<file path="src/sv/kte_pkg.sv">
// Shared types and constants for the keyed table engine.
// No dependencies; imported by the datapath, the controller and the top of the block.
`default_nettype none

package kte_pkg;

    localparam int DEPTH_DEF = 16;
    localparam int KEY_W     = 32;
    localparam int CAP_W     = 5;
    localparam int SLOT_W    = 4;
    localparam int CNT_W     = 5;
    localparam int OPC_W     = 2;
    localparam int STAT_W    = 3;

    localparam logic [CAP_W-1:0] CAP_RESET = 5'd16;

    typedef enum logic [OPC_W-1:0] {
        OP_FIND = 2'd0,
        OP_ADD  = 2'd1,
        OP_DEL  = 2'd2
    } opcode_t;

    typedef enum logic [STAT_W-1:0] {
        ST_OK       = 3'd0,
        ST_FULL     = 3'd1,
        ST_EXISTS   = 3'd2,
        ST_EMPTY    = 3'd3,
        ST_NOTFOUND = 3'd4
    } status_t;

    // Commands from the controller to the datapath
    typedef struct packed {
        logic    load_item;
        logic    capture_hits;
        logic    set_result;
        status_t status_code;
        logic    keep_slot;
        logic    append;
        logic    move_key;
        logic    read_last;
        logic    read_pos;
        logic    store_found;
        logic    move_write;
        logic    dec_count;
        logic    load_out;
    } kte_cmd_t;

    // Status from the datapath to the controller
    typedef struct packed {
        logic [OPC_W-1:0] op;
        logic             any_hit;
        logic             full;
        logic             empty;
        logic             pos_is_last;
    } kte_flags_t;

endpackage

`default_nettype wire

</file>
<file path="src/sv/kte_ram.sv">
// Generic single-write, single-read RAM with registered read data.
// Standalone; used for the data store of the keyed table engine.
`default_nettype none

module kte_ram
#(
    parameter int WIDTH = 32,
    parameter int DEPTH = 16
)
(
    input  wire logic                                    clk,
    input  wire logic                                    we,
    input  wire logic [(DEPTH > 1 ? $clog2(DEPTH) : 1)-1:0] waddr,
    input  wire logic [WIDTH-1:0]                        wdata,
    input  wire logic                                    re,
    input  wire logic [(DEPTH > 1 ? $clog2(DEPTH) : 1)-1:0] raddr,
    output logic      [WIDTH-1:0]                        rdata
);

    logic [WIDTH-1:0] mem [DEPTH];

    always_ff @(posedge clk)
    begin
        if (we)
        begin
            mem[waddr] <= wdata;
        end
        if (re)
        begin
            rdata <= mem[raddr];
        end
    end

endmodule

`default_nettype wire

</file>
<file path="src/sv/kte_dp.sv">
// Datapath of the keyed table engine: key store, parallel key compare,
// entry count, capacity register, result and output registers.
// Depends on kte_pkg and kte_ram.
`default_nettype none

module kte_dp
    import kte_pkg::*;
#(
    parameter int DEPTH = DEPTH_DEF
)
(
    input  wire logic                     clk,
    input  wire logic                     rst_n,
    input  wire kte_cmd_t                 cmd,
    output kte_flags_t                    flags,
    input  wire logic [OPC_W-1:0]         opcode,
    input  wire logic signed [KEY_W-1:0]  key,
    input  wire logic signed [KEY_W-1:0]  data,
    input  wire logic                     cfg_we,
    input  wire logic [CAP_W-1:0]         cfg_capacity,
    output logic [STAT_W-1:0]             status,
    output logic [SLOT_W-1:0]             slot,
    output logic signed [KEY_W-1:0]       found_data,
    output logic [CNT_W-1:0]              entry_count
);

    localparam int IW = (DEPTH > 1) ? $clog2(DEPTH) : 1;
    localparam int CW = $clog2(DEPTH + 1);
    localparam int EW = (CW > CAP_W) ? CW : CAP_W;

    logic [OPC_W-1:0]        op_reg;
    logic [KEY_W-1:0]        key_reg;
    logic [KEY_W-1:0]        data_reg;
    logic [KEY_W-1:0]        key_store [DEPTH];
    logic [DEPTH-1:0]        hit_reg;
    logic [DEPTH-1:0]        hit_next;
    logic [CW-1:0]           count_reg;
    logic [CW-1:0]           count_next;
    logic [CAP_W-1:0]        capacity_reg;
    logic [STAT_W-1:0]       res_status_reg;
    logic [SLOT_W-1:0]       res_slot_reg;
    logic [KEY_W-1:0]        res_data_reg;
    logic [STAT_W-1:0]       status_reg;
    logic [SLOT_W-1:0]       slot_reg;
    logic [KEY_W-1:0]        found_data_reg;
    logic [CNT_W-1:0]        entry_count_reg;

    logic [IW-1:0]           pos;
    logic [CW-1:0]           last;
    logic                    ram_we;
    logic [IW-1:0]           ram_waddr;
    logic [KEY_W-1:0]        ram_wdata;
    logic                    ram_re;
    logic [IW-1:0]           ram_raddr;
    logic [KEY_W-1:0]        ram_rdata;

    assign last = count_reg - CW'(1);

    // Keys are unique among filled slots, so OR-ing the indexes encodes the hit
    always_comb
    begin
        pos = '0;
        for (int i = 0; i < DEPTH; i++)
        begin
            if (hit_reg[i])
            begin
                pos = pos | IW'(i);
            end
        end
    end

    always_comb
    begin
        for (int i = 0; i < DEPTH; i++)
        begin
            hit_next[i] = (key_store[i] == key_reg) && (CW'(i) < count_reg);
        end
    end

    assign flags.op          = op_reg;
    assign flags.any_hit     = |hit_reg;
    assign flags.full        = (count_reg == CW'(DEPTH)) ||
                               (EW'(count_reg) >= EW'(capacity_reg));
    assign flags.empty       = (count_reg == '0);
    assign flags.pos_is_last = (CW'(pos) == last);

    // Data store port selection
    assign ram_we    = cmd.append | cmd.move_write;
    assign ram_waddr = cmd.append ? count_reg[IW-1:0] : pos;
    assign ram_wdata = cmd.append ? data_reg : ram_rdata;
    assign ram_re    = cmd.read_last | cmd.read_pos;
    assign ram_raddr = cmd.read_last ? last[IW-1:0] : pos;

    kte_ram #(
        .WIDTH (KEY_W),
        .DEPTH (DEPTH)
    ) u_data_ram (
        .clk   (clk),
        .we    (ram_we),
        .waddr (ram_waddr),
        .wdata (ram_wdata),
        .re    (ram_re),
        .raddr (ram_raddr),
        .rdata (ram_rdata)
    );

    always_comb
    begin
        count_next = count_reg;
        if (cmd.append)
        begin
            count_next = count_reg + CW'(1);
        end
        else if (cmd.dec_count)
        begin
            count_next = last;
        end
    end

    always_ff @(posedge clk or negedge rst_n)
    begin
        if (!rst_n)
        begin
            count_reg    <= '0;
            capacity_reg <= CAP_RESET;
        end
        else
        begin
            count_reg <= count_next;
            if (cfg_we)
            begin
                capacity_reg <= cfg_capacity;
            end
        end
    end

    always_ff @(posedge clk)
    begin
        if (cmd.load_item)
        begin
            op_reg   <= opcode;
            key_reg  <= key;
            data_reg <= data;
        end
        if (cmd.capture_hits)
        begin
            hit_reg <= hit_next;
        end
        if (cmd.append)
        begin
            key_store[count_reg[IW-1:0]] <= key_reg;
        end
        else if (cmd.move_key)
        begin
            key_store[pos] <= key_store[last[IW-1:0]];
        end
        if (cmd.set_result)
        begin
            res_status_reg <= cmd.status_code;
            res_slot_reg   <= cmd.keep_slot ? SLOT_W'(pos) : '0;
            res_data_reg   <= '0;
        end
        else if (cmd.store_found)
        begin
            res_data_reg <= ram_rdata;
        end
        if (cmd.load_out)
        begin
            status_reg      <= res_status_reg;
            slot_reg        <= res_slot_reg;
            found_data_reg  <= res_data_reg;
            entry_count_reg <= CNT_W'(count_reg);
        end
    end

    assign status      = status_reg;
    assign slot        = slot_reg;
    assign found_data  = found_data_reg;
    assign entry_count = entry_count_reg;

    a_count_bound: assert property (@(posedge clk) disable iff (!rst_n)
        count_reg <= CW'(DEPTH))
        else $error("entry count beyond table depth");

    a_unique_hit: assert property (@(posedge clk) disable iff (!rst_n)
        cmd.capture_hits |=> $onehot0(hit_reg))
        else $error("key matched in more than one slot");

    a_append_grows: assert property (@(posedge clk) disable iff (!rst_n)
        cmd.append |=> count_reg == $past(count_reg) + CW'(1))
        else $error("append did not advance entry count");

endmodule

`default_nettype wire

</file>
<file path="src/sv/kte_ctrl.sv">
// Controller of the keyed table engine: sequences compare, decision,
// data store access and result transfer for one operation at a time.
// Depends on kte_pkg.
`default_nettype none

module kte_ctrl
    import kte_pkg::*;
(
    input  wire logic       clk,
    input  wire logic       rst_n,
    input  wire logic       in_valid,
    output logic            in_stall,
    output logic            out_valid,
    input  wire logic       out_stall,
    input  wire kte_flags_t flags,
    output kte_cmd_t        cmd
);

    typedef enum logic [5:0] {
        S_IDLE = 6'b000001,
        S_CMP  = 6'b000010,
        S_DEC  = 6'b000100,
        S_READ = 6'b001000,
        S_MOVE = 6'b010000,
        S_DONE = 6'b100000
    } state_t;

    state_t state_reg;
    state_t state_next;
    logic   out_valid_reg;
    logic   out_valid_next;
    logic   out_free;

    assign out_free  = !out_valid_reg || !out_stall;
    assign in_stall  = (state_reg != S_IDLE);
    assign out_valid = out_valid_reg;

    always_comb
    begin
        cmd        = '0;
        state_next = state_reg;
        unique case (state_reg)
            S_IDLE:
            begin
                if (in_valid)
                begin
                    cmd.load_item = 1'b1;
                    state_next    = S_CMP;
                end
            end
            S_CMP:
            begin
                cmd.capture_hits = 1'b1;
                state_next       = S_DEC;
            end
            S_DEC:
            begin
                cmd.set_result  = 1'b1;
                cmd.status_code = ST_OK;
                state_next      = S_DONE;
                unique case (flags.op)
                    OP_ADD:
                    begin
                        priority if (flags.full)
                        begin
                            cmd.status_code = ST_FULL;
                        end
                        else if (flags.any_hit)
                        begin
                            cmd.status_code = ST_EXISTS;
                        end
                        else
                        begin
                            cmd.append = 1'b1;
                        end
                    end
                    OP_DEL:
                    begin
                        priority if (flags.empty)
                        begin
                            cmd.status_code = ST_EMPTY;
                        end
                        else if (!flags.any_hit)
                        begin
                            cmd.status_code = ST_NOTFOUND;
                        end
                        else if (flags.pos_is_last)
                        begin
                            cmd.dec_count = 1'b1;
                        end
                        else
                        begin
                            // copy the last key now, fetch its data for the next cycle
                            cmd.move_key  = 1'b1;
                            cmd.read_last = 1'b1;
                            state_next    = S_MOVE;
                        end
                    end
                    default:
                    begin
                        // find, and the unused code acting as find
                        if (flags.any_hit)
                        begin
                            cmd.keep_slot = 1'b1;
                            cmd.read_pos  = 1'b1;
                            state_next    = S_READ;
                        end
                        else
                        begin
                            cmd.status_code = ST_NOTFOUND;
                        end
                    end
                endcase
            end
            S_READ:
            begin
                cmd.store_found = 1'b1;
                state_next      = S_DONE;
            end
            S_MOVE:
            begin
                cmd.move_write = 1'b1;
                cmd.dec_count  = 1'b1;
                state_next     = S_DONE;
            end
            S_DONE:
            begin
                // hold until the output register can take the result
                if (out_free)
                begin
                    cmd.load_out = 1'b1;
                    state_next   = S_IDLE;
                end
            end
            default:
            begin
                state_next = S_IDLE;
            end
        endcase
    end

    always_comb
    begin
        out_valid_next = out_valid_reg;
        if (cmd.load_out)
        begin
            out_valid_next = 1'b1;
        end
        else if (!out_stall)
        begin
            out_valid_next = 1'b0;
        end
    end

    always_ff @(posedge clk or negedge rst_n)
    begin
        if (!rst_n)
        begin
            state_reg     <= S_IDLE;
            out_valid_reg <= 1'b0;
        end
        else
        begin
            state_reg     <= state_next;
            out_valid_reg <= out_valid_next;
        end
    end

    a_no_overwrite: assert property (@(posedge clk) disable iff (!rst_n)
        (out_valid_reg && out_stall) |-> !cmd.load_out)
        else $error("result loaded over a stalled result");

    a_move_follows: assert property (@(posedge clk) disable iff (!rst_n)
        cmd.move_write |-> $past(cmd.read_last))
        else $error("slot move without a prior data read");

    a_found_follows: assert property (@(posedge clk) disable iff (!rst_n)
        cmd.store_found |-> $past(cmd.read_pos))
        else $error("found data captured without a prior read");

endmodule

`default_nettype wire

</file>
<file path="src/sv/keyed_table_engine_core.sv">
// Keyed table engine: find / add / delete on an unordered table of keys.
// Each operation steps through compare, decide and done states; a successful find
// or a delete that moves the last entry also passes a read or move state (data store read).
// A new item is taken only once the controller is back in idle, after the previous
// result has been loaded into the output registers, which can wait on out_stall.
// Reset: entry count cleared, capacity set to 16; stores are not cleared.
`default_nettype none

module keyed_table_engine_core
    import kte_pkg::*;
#(
    parameter int DEPTH = DEPTH_DEF
)
(
    input  wire logic                     clk,
    input  wire logic                     rst_n,
    input  wire logic                     in_valid,
    output logic                          in_stall,
    input  wire logic [OPC_W-1:0]         opcode,
    input  wire logic signed [KEY_W-1:0]  key,
    input  wire logic signed [KEY_W-1:0]  data,
    output logic                          out_valid,
    input  wire logic                     out_stall,
    output logic [STAT_W-1:0]             status,
    output logic [SLOT_W-1:0]             slot,
    output logic signed [KEY_W-1:0]       found_data,
    output logic [CNT_W-1:0]              entry_count,
    input  wire logic                     cfg_valid,
    output logic                          cfg_ready,
    input  wire logic [CAP_W-1:0]         capacity
);

    kte_cmd_t   cmd;
    kte_flags_t flags;

    assign cfg_ready = 1'b1;

    kte_ctrl u_ctrl (
        .clk       (clk),
        .rst_n     (rst_n),
        .in_valid  (in_valid),
        .in_stall  (in_stall),
        .out_valid (out_valid),
        .out_stall (out_stall),
        .flags     (flags),
        .cmd       (cmd)
    );

    kte_dp #(
        .DEPTH (DEPTH)
    ) u_dp (
        .clk          (clk),
        .rst_n        (rst_n),
        .cmd          (cmd),
        .flags        (flags),
        .opcode       (opcode),
        .key          (key),
        .data         (data),
        .cfg_we       (cfg_valid & cfg_ready),
        .cfg_capacity (capacity),
        .status       (status),
        .slot         (slot),
        .found_data   (found_data),
        .entry_count  (entry_count)
    );

endmodule

`default_nettype wire

</file>
<file path="config.mk">
export PLATFORM = sky130hd
export DESIGN_NAME = keyed_table_engine_core
export DESIGN_NICKNAME = d
export VERILOG_FILES = /design/src/sv/kte_pkg.sv /design/src/sv/kte_ram.sv /design/src/sv/kte_dp.sv /design/src/sv/kte_ctrl.sv /design/src/sv/keyed_table_engine_core.sv
export SDC_FILE = /design/constraint.sdc
export NUM_CORES = 2
export LEC_CHECK = 0
export ABC_AREA = 1
export CORE_ASPECT_RATIO = 1.75
export CORE_MARGIN = 2
export CORE_UTILIZATION = 43
export DETAILED_ROUTE_END_ITERATION = 8
export DONT_BUFFER_PORTS = 1
export PLACE_DENSITY_LB_ADDON = 0.1
export SLEW_MARGIN = 5
export SYNTH_ARGS = -nofsm -noshare
export SYNTH_HDL_FRONTEND = slang
export SYNTH_SLANG_ARGS = --single-unit
</file>
<file path="constraint.sdc">
create_clock -name clk -period 9.47 [get_ports clk]
set_clock_uncertainty 0.2 [all_clocks]
set_input_delay 1.4205 -clock clk [delete_from_list [all_inputs] [get_ports clk]]
set_output_delay 1.4205 -clock clk [all_outputs]
set_load 0.01 [all_outputs]
</file>
== Yosys cells after proc, flatten, opt, wreduce, memory -nomap -nowiden ==
Memories as Yosys holds them, arrays and structs flattened. A register that Yosys moved wholly into a read port is not among the register bits.
Index checks and enable logic that the tools add are counted.

* Register bits after elaboration: 182
* Memory bits (writable): 1024
* Word-level logic and storage cells: 162
* Memories kept: 2

{| class="wikitable"
|+ Memory list
! name !! words !! bits a word !! read ports !! clocked after memory_dff !! write ports !! RTL line !! text
|-
| u_dp.key_store || 16 || 32 || 17 || 0 || 1 || kte_dp.sv:34 || <nowiki>logic [KEY_W-1:0] key_store [DEPTH];</nowiki>
|-
| u_dp.u_data_ram.mem || 16 || 32 || 1 || 1 || 1 || kte_ram.sv:20 || <nowiki>logic [WIDTH-1:0] mem [DEPTH];</nowiki>
|}

* Add/sub/neg operators: 2
* Order comparisons: 17
* Eq/ne operators: 30
* Multiplexer cells: 67
* Bitwise operators: 2
* Reductions and logical operators: 27

{| class="wikitable"
|+ Operators by type and width
! kind !! count
|-
| equality test 32 bit || 16
|-
| two-way mux 32 bit || 2
|-
| two-way mux 4 bit || 11
|-
| < comparator 4 x 5 -> 1 bit (first input constant) || 8
|-
| two-way mux 6 bit || 6
|-
| OR reduction 32 bit || 1
|-
| one-hot mux 6 bit (5 select lines) || 1
|-
| two-way mux 1 bit || 27
|-
| < comparator 3 x 5 -> 1 bit (first input constant) || 4
|-
| two-way mux 3 bit || 6
|-
| logical AND 1 bit || 16
|-
| two-way mux 2 bit || 8
|-
| OR reduction 16 bit || 1
|-
| one-hot mux 6 bit (2 select lines) || 1
|-
| < comparator 1 x 5 -> 1 bit (first input constant) || 2
|-
| < comparator 2 x 5 -> 1 bit (first input constant) || 2
|-
| two-way mux 5 bit || 2
|-
| two-way mux 9 bit || 1
|-
| equality test 6 x 1 -> 1 bit (second input constant) || 1
|-
| equality test 6 x 2 -> 1 bit (second input constant) || 1
|-
| equality test 6 x 3 -> 1 bit (second input constant) || 1
|-
| equality test 6 x 4 -> 1 bit (second input constant) || 1
|-
| equality test 6 x 5 -> 1 bit (second input constant) || 1
|-
| equality test 6 bit (second input constant) || 1
|-
| other kinds (19) || 24
|}

== Depth between registers and ports, before layout ==
* Word-level depth: 26
* Mapped depth: 26
* Mapped depth without buffers: 20

== By module ==
A second synthesis with hierarchy kept.

* Cell total of the unflattened synthesis: 6087
* Area total of the unflattened synthesis: 58483.6 µm²

{| class="wikitable"
|+ Modules (own cells, without submodules)
! module !! times used !! cells an instance !! area each (µm²)
|-
| kte_dp || 1 || 3880 || 34844.7
|-
| kte_ram || 1 || 2120 || 23050.9
|-
| kte_ctrl || 1 || 85 || 576.8
|-
| keyed_table_engine_core || 1 || 2 || 11.3
|}

== Worst setup path before layout ==
Ideal clock, no wire load.

* Path type: register -> register
* Start: register u_dp.count_reg[0]
* End: memory u_dp.key_store[13][0] (enable)
* Library setup time: 0.461 ns
* Data arrival time: 5.325 ns
* Required time: 8.809 ns
* Setup slack: 3.484 ns
* Cell stages (with the launch flop): 18
* Path buffers: 6
* Period minus slack after synthesis: 5.986 ns
* Path through: dfrtp_1 buf_2 inv_2 buf_2 buf_2 clkbuf_1 clkbuf_1 ha_1 o21ai_0 a21boi_0 o21ai_0 a21boi_0 nor3_1 nand2_1 clkbuf_1 nand2_1 nand3_1 nor3_1

* Word-level cells in the longest chain between the ends: 12
* Elaborated cells between the ends (all ways): 21

{| class="wikitable"
|+ Ends and longest elaborated chain
! element !! RTL line !! text
|-
| start: declaration || kte_dp.sv:37 || <nowiki>logic [CW-1:0] count_reg;</nowiki>
|-
| start signal: assignment || kte_dp.sv:129 || <nowiki>count_reg <= count_next;</nowiki>
|-
| subtractor 5 x 1 -> 5 bit || kte_dp.sv:57 || <nowiki>assign last = count_reg - CW'(1);</nowiki>
|-
| equality test 4 x 5 -> 1 bit || kte_dp.sv:85 || <nowiki>assign flags.pos_is_last = (CW'(pos) == last);</nowiki>
|-
| two-way mux 2 bit || kte_ctrl.sv:87 || <nowiki>else if (flags.pos_is_last)</nowiki>
|-
| two-way mux 2 bit || kte_ctrl.sv:83 || <nowiki>else if (!flags.any_hit)</nowiki>
|-
| two-way mux 2 bit || kte_ctrl.sv:79 || <nowiki>priority if (flags.empty)</nowiki>
|-
| two-way mux 2 bit || kte_ctrl.sv:61 || <nowiki>unique case (flags.op)</nowiki>
|-
| two-way mux 9 bit || kte_ctrl.sv:42 || <nowiki>unique case (state_reg)</nowiki>
|-
| two-way mux 1 bit || kte_dp.sv:153 || <nowiki>else if (cmd.move_key)</nowiki>
|-
| two-way mux 1 bit || kte_dp.sv:149 || <nowiki>if (cmd.append)</nowiki>
|-
| two-way mux 1 bit (not written as such) || kte_dp.sv:155 || <nowiki>key_store[pos] <= key_store[last[IW-1:0]];</nowiki>
|-
| OR reduction 32 bit (no source line) || n/a ||
|-
| two-way mux 4 bit (no source line) / two-way mux 1 bit (equally long branches) || n/a ||
|-
| end: declaration || kte_dp.sv:34 ||
|}

Several ways; a longest one is shown, not always the timed one.

== Worst setup path in the final report ==
* Start: register u_dp.count_reg[0]
* End: register u_dp.u_data_ram.rdata[20] (read register of u_dp.u_data_ram.mem) (data pin)

* Word-level cells in the longest chain between the ends: 8
* Elaborated cells between the ends (all ways): 10

{| class="wikitable"
|+ Ends and longest elaborated chain
! element !! RTL line !! text
|-
| subtractor 5 x 1 -> 5 bit || kte_dp.sv:57 ||
|-
| equality test 4 x 5 -> 1 bit || kte_dp.sv:85 ||
|-
| two-way mux 2 bit || kte_ctrl.sv:87 ||
|-
| two-way mux 2 bit || kte_ctrl.sv:83 ||
|-
| two-way mux 2 bit || kte_ctrl.sv:79 ||
|-
| two-way mux 2 bit || kte_ctrl.sv:61 ||
|-
| two-way mux 9 bit || kte_ctrl.sv:42 ||
|-
| two-way mux 4 bit / OR 1 bit (equally long branches) || kte_dp.sv:92, kte_dp.sv:91 ||
|-
| end: declaration || kte_ram.sv:17 || <nowiki>output logic [WIDTH-1:0] rdata</nowiki>
|}

Several ways; a longest one is shown, not always the timed one.
A chain may end at the register's enable or synchronous reset.

==> impl_metrics.py <==
metrics = {
    "critical_path": {
        "worstReg2RegStart": "u_dp.count_reg[0]$_DFFE_PN0P_",
        "reg2reg_to": "u_dp.u_data_ram.rdata[20]$_DFFE_PP_",
        "cp_max_fo": 92,
        "critical_path.endpoint_type": "register",
        "crit_arrival_ns": 6.68,
        "cp.required_ns": 9.79,
        "setup.worst_path.start_class": "register",
        "regToRegSetupSlack_ns": 3.11,
        "critPathKind": "reg -> reg",
        "rr_worst_depth": 18,
    },
    "die": {
        "rows": 176,
        "core_area_mm2": 0.1312,
        "dieHeight_um": 484.3,
        "die_width_um": 278.5,
        "ioPinCount": 123,
        "die_area_mm2": 0.1349,
        "initial_core_util": 0.4319,
    },
    "cts": {
        "h-tree-depth": 3,
        "ctsLongestPathBuffers": 3,
        "cts-buffers-inserted": 118,
        "cts-root-buf": "clkbuf_16",
        "post_cts_resized": 0,
        "post_cts.repair.setup_buffers": 0,
        "hold_buffers": 0,
        "cts_tree": "built",
        "cts.sinks": 1238,
        "clk_pin_slew_ns": 0.07,
        "insertion_delay_ns": 0.77,
    },
    "detailed_routing": {
        "wl_um": 258800,
        "drc": 0,
        "drt_iter0_drc": 5205,
        "ant_nets": 0,
        "wl_per_cell_um": 37.58,
        "dr_total_vias": 42936,
        "via_per_inst": 6.234,
        "first_pass_iters": 8,
    },
    "final_layout": {
        "syn_to_final_growth_pct": 11.49,
        "layout-drive-gt1-share": 0.09755,
        "fillers": 12106,
        "final_cell_mix": "edfxtp_1 (1,189), nand2_1 (751), nand3_1 (554), inv_1 (529), o21ai_0 (368)",
        "layout.nets": 5161,
        "final_common_cell": "edfxtp_1",
        "top_regs": "u_dp.key_store x512, u_dp.u_data_ram.mem x512",
    },
    "sta": {
        "finalCritPeriodShare": 0.6717,
        "max_freq_mhz": 157.2,
        "rsz0062_at_grt": "false",
        "final_max_slew_viol_count": 0,
        "slew_headroom": 0.04695,
        "hold_viol_final": 0,
        "final-setup-viol-count": 0,
        "fin_setup_tns_ns": 0,
        "finalCriticalPeriod_ns": 6.361,
        "worst_pin_slew_ns": 1.417,
    },
    "global_route": {
        "met1_usage": 0.3971,
        "use_met3": 0.1106,
        "grt_pass1_vias": 40815,
        "use_met2": 0.6229,
        "overflow": 0,
        "grt_usage": 0.3844,
        "grt_max_degree": 133,
        "grt_pass1_wl_um": 351100,
        "antenna_found_initial": 44,
        "busiest_layer": "met2",
    },
    "synthesis": {
        "synth_edf_count": 1189,
        "synthTopCellsByArea": "edfxtp_1 (63%), nand2_1 (5.0%), nand3_1 (4.9%), inv_1 (3.5%), o21ai_0 (3.3%)",
        "synth_area_mm2": 0.05668,
        "synth_ff_type": "edfxtp_1",
        "syn_inst": 5129,
        "synth_nets": 5215,
        "synth_cell_types": 58,
        "synth_warnings": 0,
        "synth.largest_area_cell": "edfxtp_1",
        "async_flop_share": 0.01373,
        "synth.avg_cell_area_um2": 11.05,
        "synth.yosys.seq_area_share": 0.6487,
        "ys_seq_elements": 1238,
        "synth_top_area_share": 0.6299,
    },
    "placement": {
        "portBuffers": 0,
        "gp_congestion": 1.110,
        "hpwlAfterDp_um": 171100,
    },
    "power": {
        "power_density_mw_per_mm2": 253.9,
        "power.leakage_nw": 23.04,
        "ir_drop_v": 0.0002473,
        "power_w": 0.01605,
    },
    "job": {
        "cap_viol_max_count": 0,
    },
    "status": {
        "status": "finished clean",
    },
    "hold_path": {
        "hold_path_class": "in -> async",
    },
}
## critical path: stages, from the launching register on
cell and delay, ns:
dfrtp_4 0.63, inv_8 0.44, ha_2 0.39, buf_4 0.27, inv_6 0.47, o21ai_0 0.19
nand2_1 0.10, nand2_1 0.05, nor2_1 0.16, nand2_4 0.12, nand3_4 0.44, nand2_4 0.52
nand2_8 0.56, buf_4 0.72, nand2_1 0.14, nand3_1 0.12, nand3_1 0.09, nand3_1 0.11
nand2_1 0.06
## logic make-up after synthesis
kind of cell	share of synthesized area
simple gates	0.1516
flops	0.6487
buf+inv	0.06075
compound gates	0.09498
xor+xnor	0.03585
mux	0.005849
fa+ha+maj	0.002207
other cells	0.00006616
## power by group
part | total [W] | leakage (nW) | internal, W | switching (W)
sequential | 0.00651 | 11.2 | 0.00633 | 0.000174
combinational | 0.00458 | 9.89 | 0.00106 | 0.00353
clock | 0.00495 | 1.95 | 0.00273 | 0.00222
## worst max-delay path by stage
| stage | startpoint | endpoint | slack, ns | cells after the start |
|---|---|---|---|---|
| floorplan | u_dp.count_reg[0]$_DFFE_PN0P_ | u_dp.key_store[13][0]$_DFFE_PP_ | 3.48 | 17 |
| global placement | u_dp.count_reg[0]$_DFFE_PN0P_ | u_dp.u_data_ram.rdata[22]$_DFFE_PP_ | 3.21 | 18 |
| detailed placement | u_dp.count_reg[0]$_DFFE_PN0P_ | u_dp.u_data_ram.rdata[22]$_DFFE_PP_ | 3.17 | 18 |
| CTS | u_dp.count_reg[0]$_DFFE_PN0P_ | u_dp.u_data_ram.rdata[16]$_DFFE_PP_ | 3.18 | 18 |
| global route | u_dp.count_reg[0]$_DFFE_PN0P_ | u_dp.u_data_ram.rdata[19]$_DFFE_PP_ | 2.78 | 18 |
| finish | u_dp.count_reg[0]$_DFFE_PN0P_ | u_dp.u_data_ram.rdata[20]$_DFFE_PP_ | 3.11 | 18 |
## stage by stage
stage	area, um2	utilization	std cells	worst slack (ns)	hold WS [ns]
floorplan	56680	-	5129	3.484	0.2003
global placement	58980	0.4494	6639	3.213	0.2130
detailed placement	58980	0.4494	6639	3.170	0.2161
CTS	62980	0.4798	6861	3.176	0.1130
global route	63160	0.4812	6870	2.784	0.1132
finish	63200	0.4815	6887	3.109	0.1415
## cells in the mapped netlist, drive strengths merged (35+ instances only)
library cell / count
nand3b: 70
nand2: 759
edfxtp: 1189
xnor2: 145
and3: 35
or2: 65
a21oi: 137
o21ai: 377
clkbuf: 173
o221ai: 65
inv: 536
o22ai: 73
nor2: 295
nor4: 47
o211ai: 64
a221oi: 58
xor2: 87
nand3: 556
buf: 148
## area by class of cell
class                      instances  area (um2)  area share
multi-input combinational       3024       17040      0.2696
timing repair buffer             147        1161     0.01837
tap                             1691        2116     0.03348
clock buffer                     159        3387     0.05359
inverter                         546        2062     0.03263
antenna                           19       47.55   0.0007523
clock inverter                    63       606.8    0.009602
sequential                      1238       36780      0.5819
## routing by layer
layer  share of wire  vias to the layer above  routed length, um
li1                -                    18085                  -
met1            0.32                    21455              83980
met3           0.079                      937              20470
met4            0.12                       38              30900
met5         0.00099                        -                255
met2            0.48                     2421             123200
No activity file was read; power rests on OpenSTA's default activity.
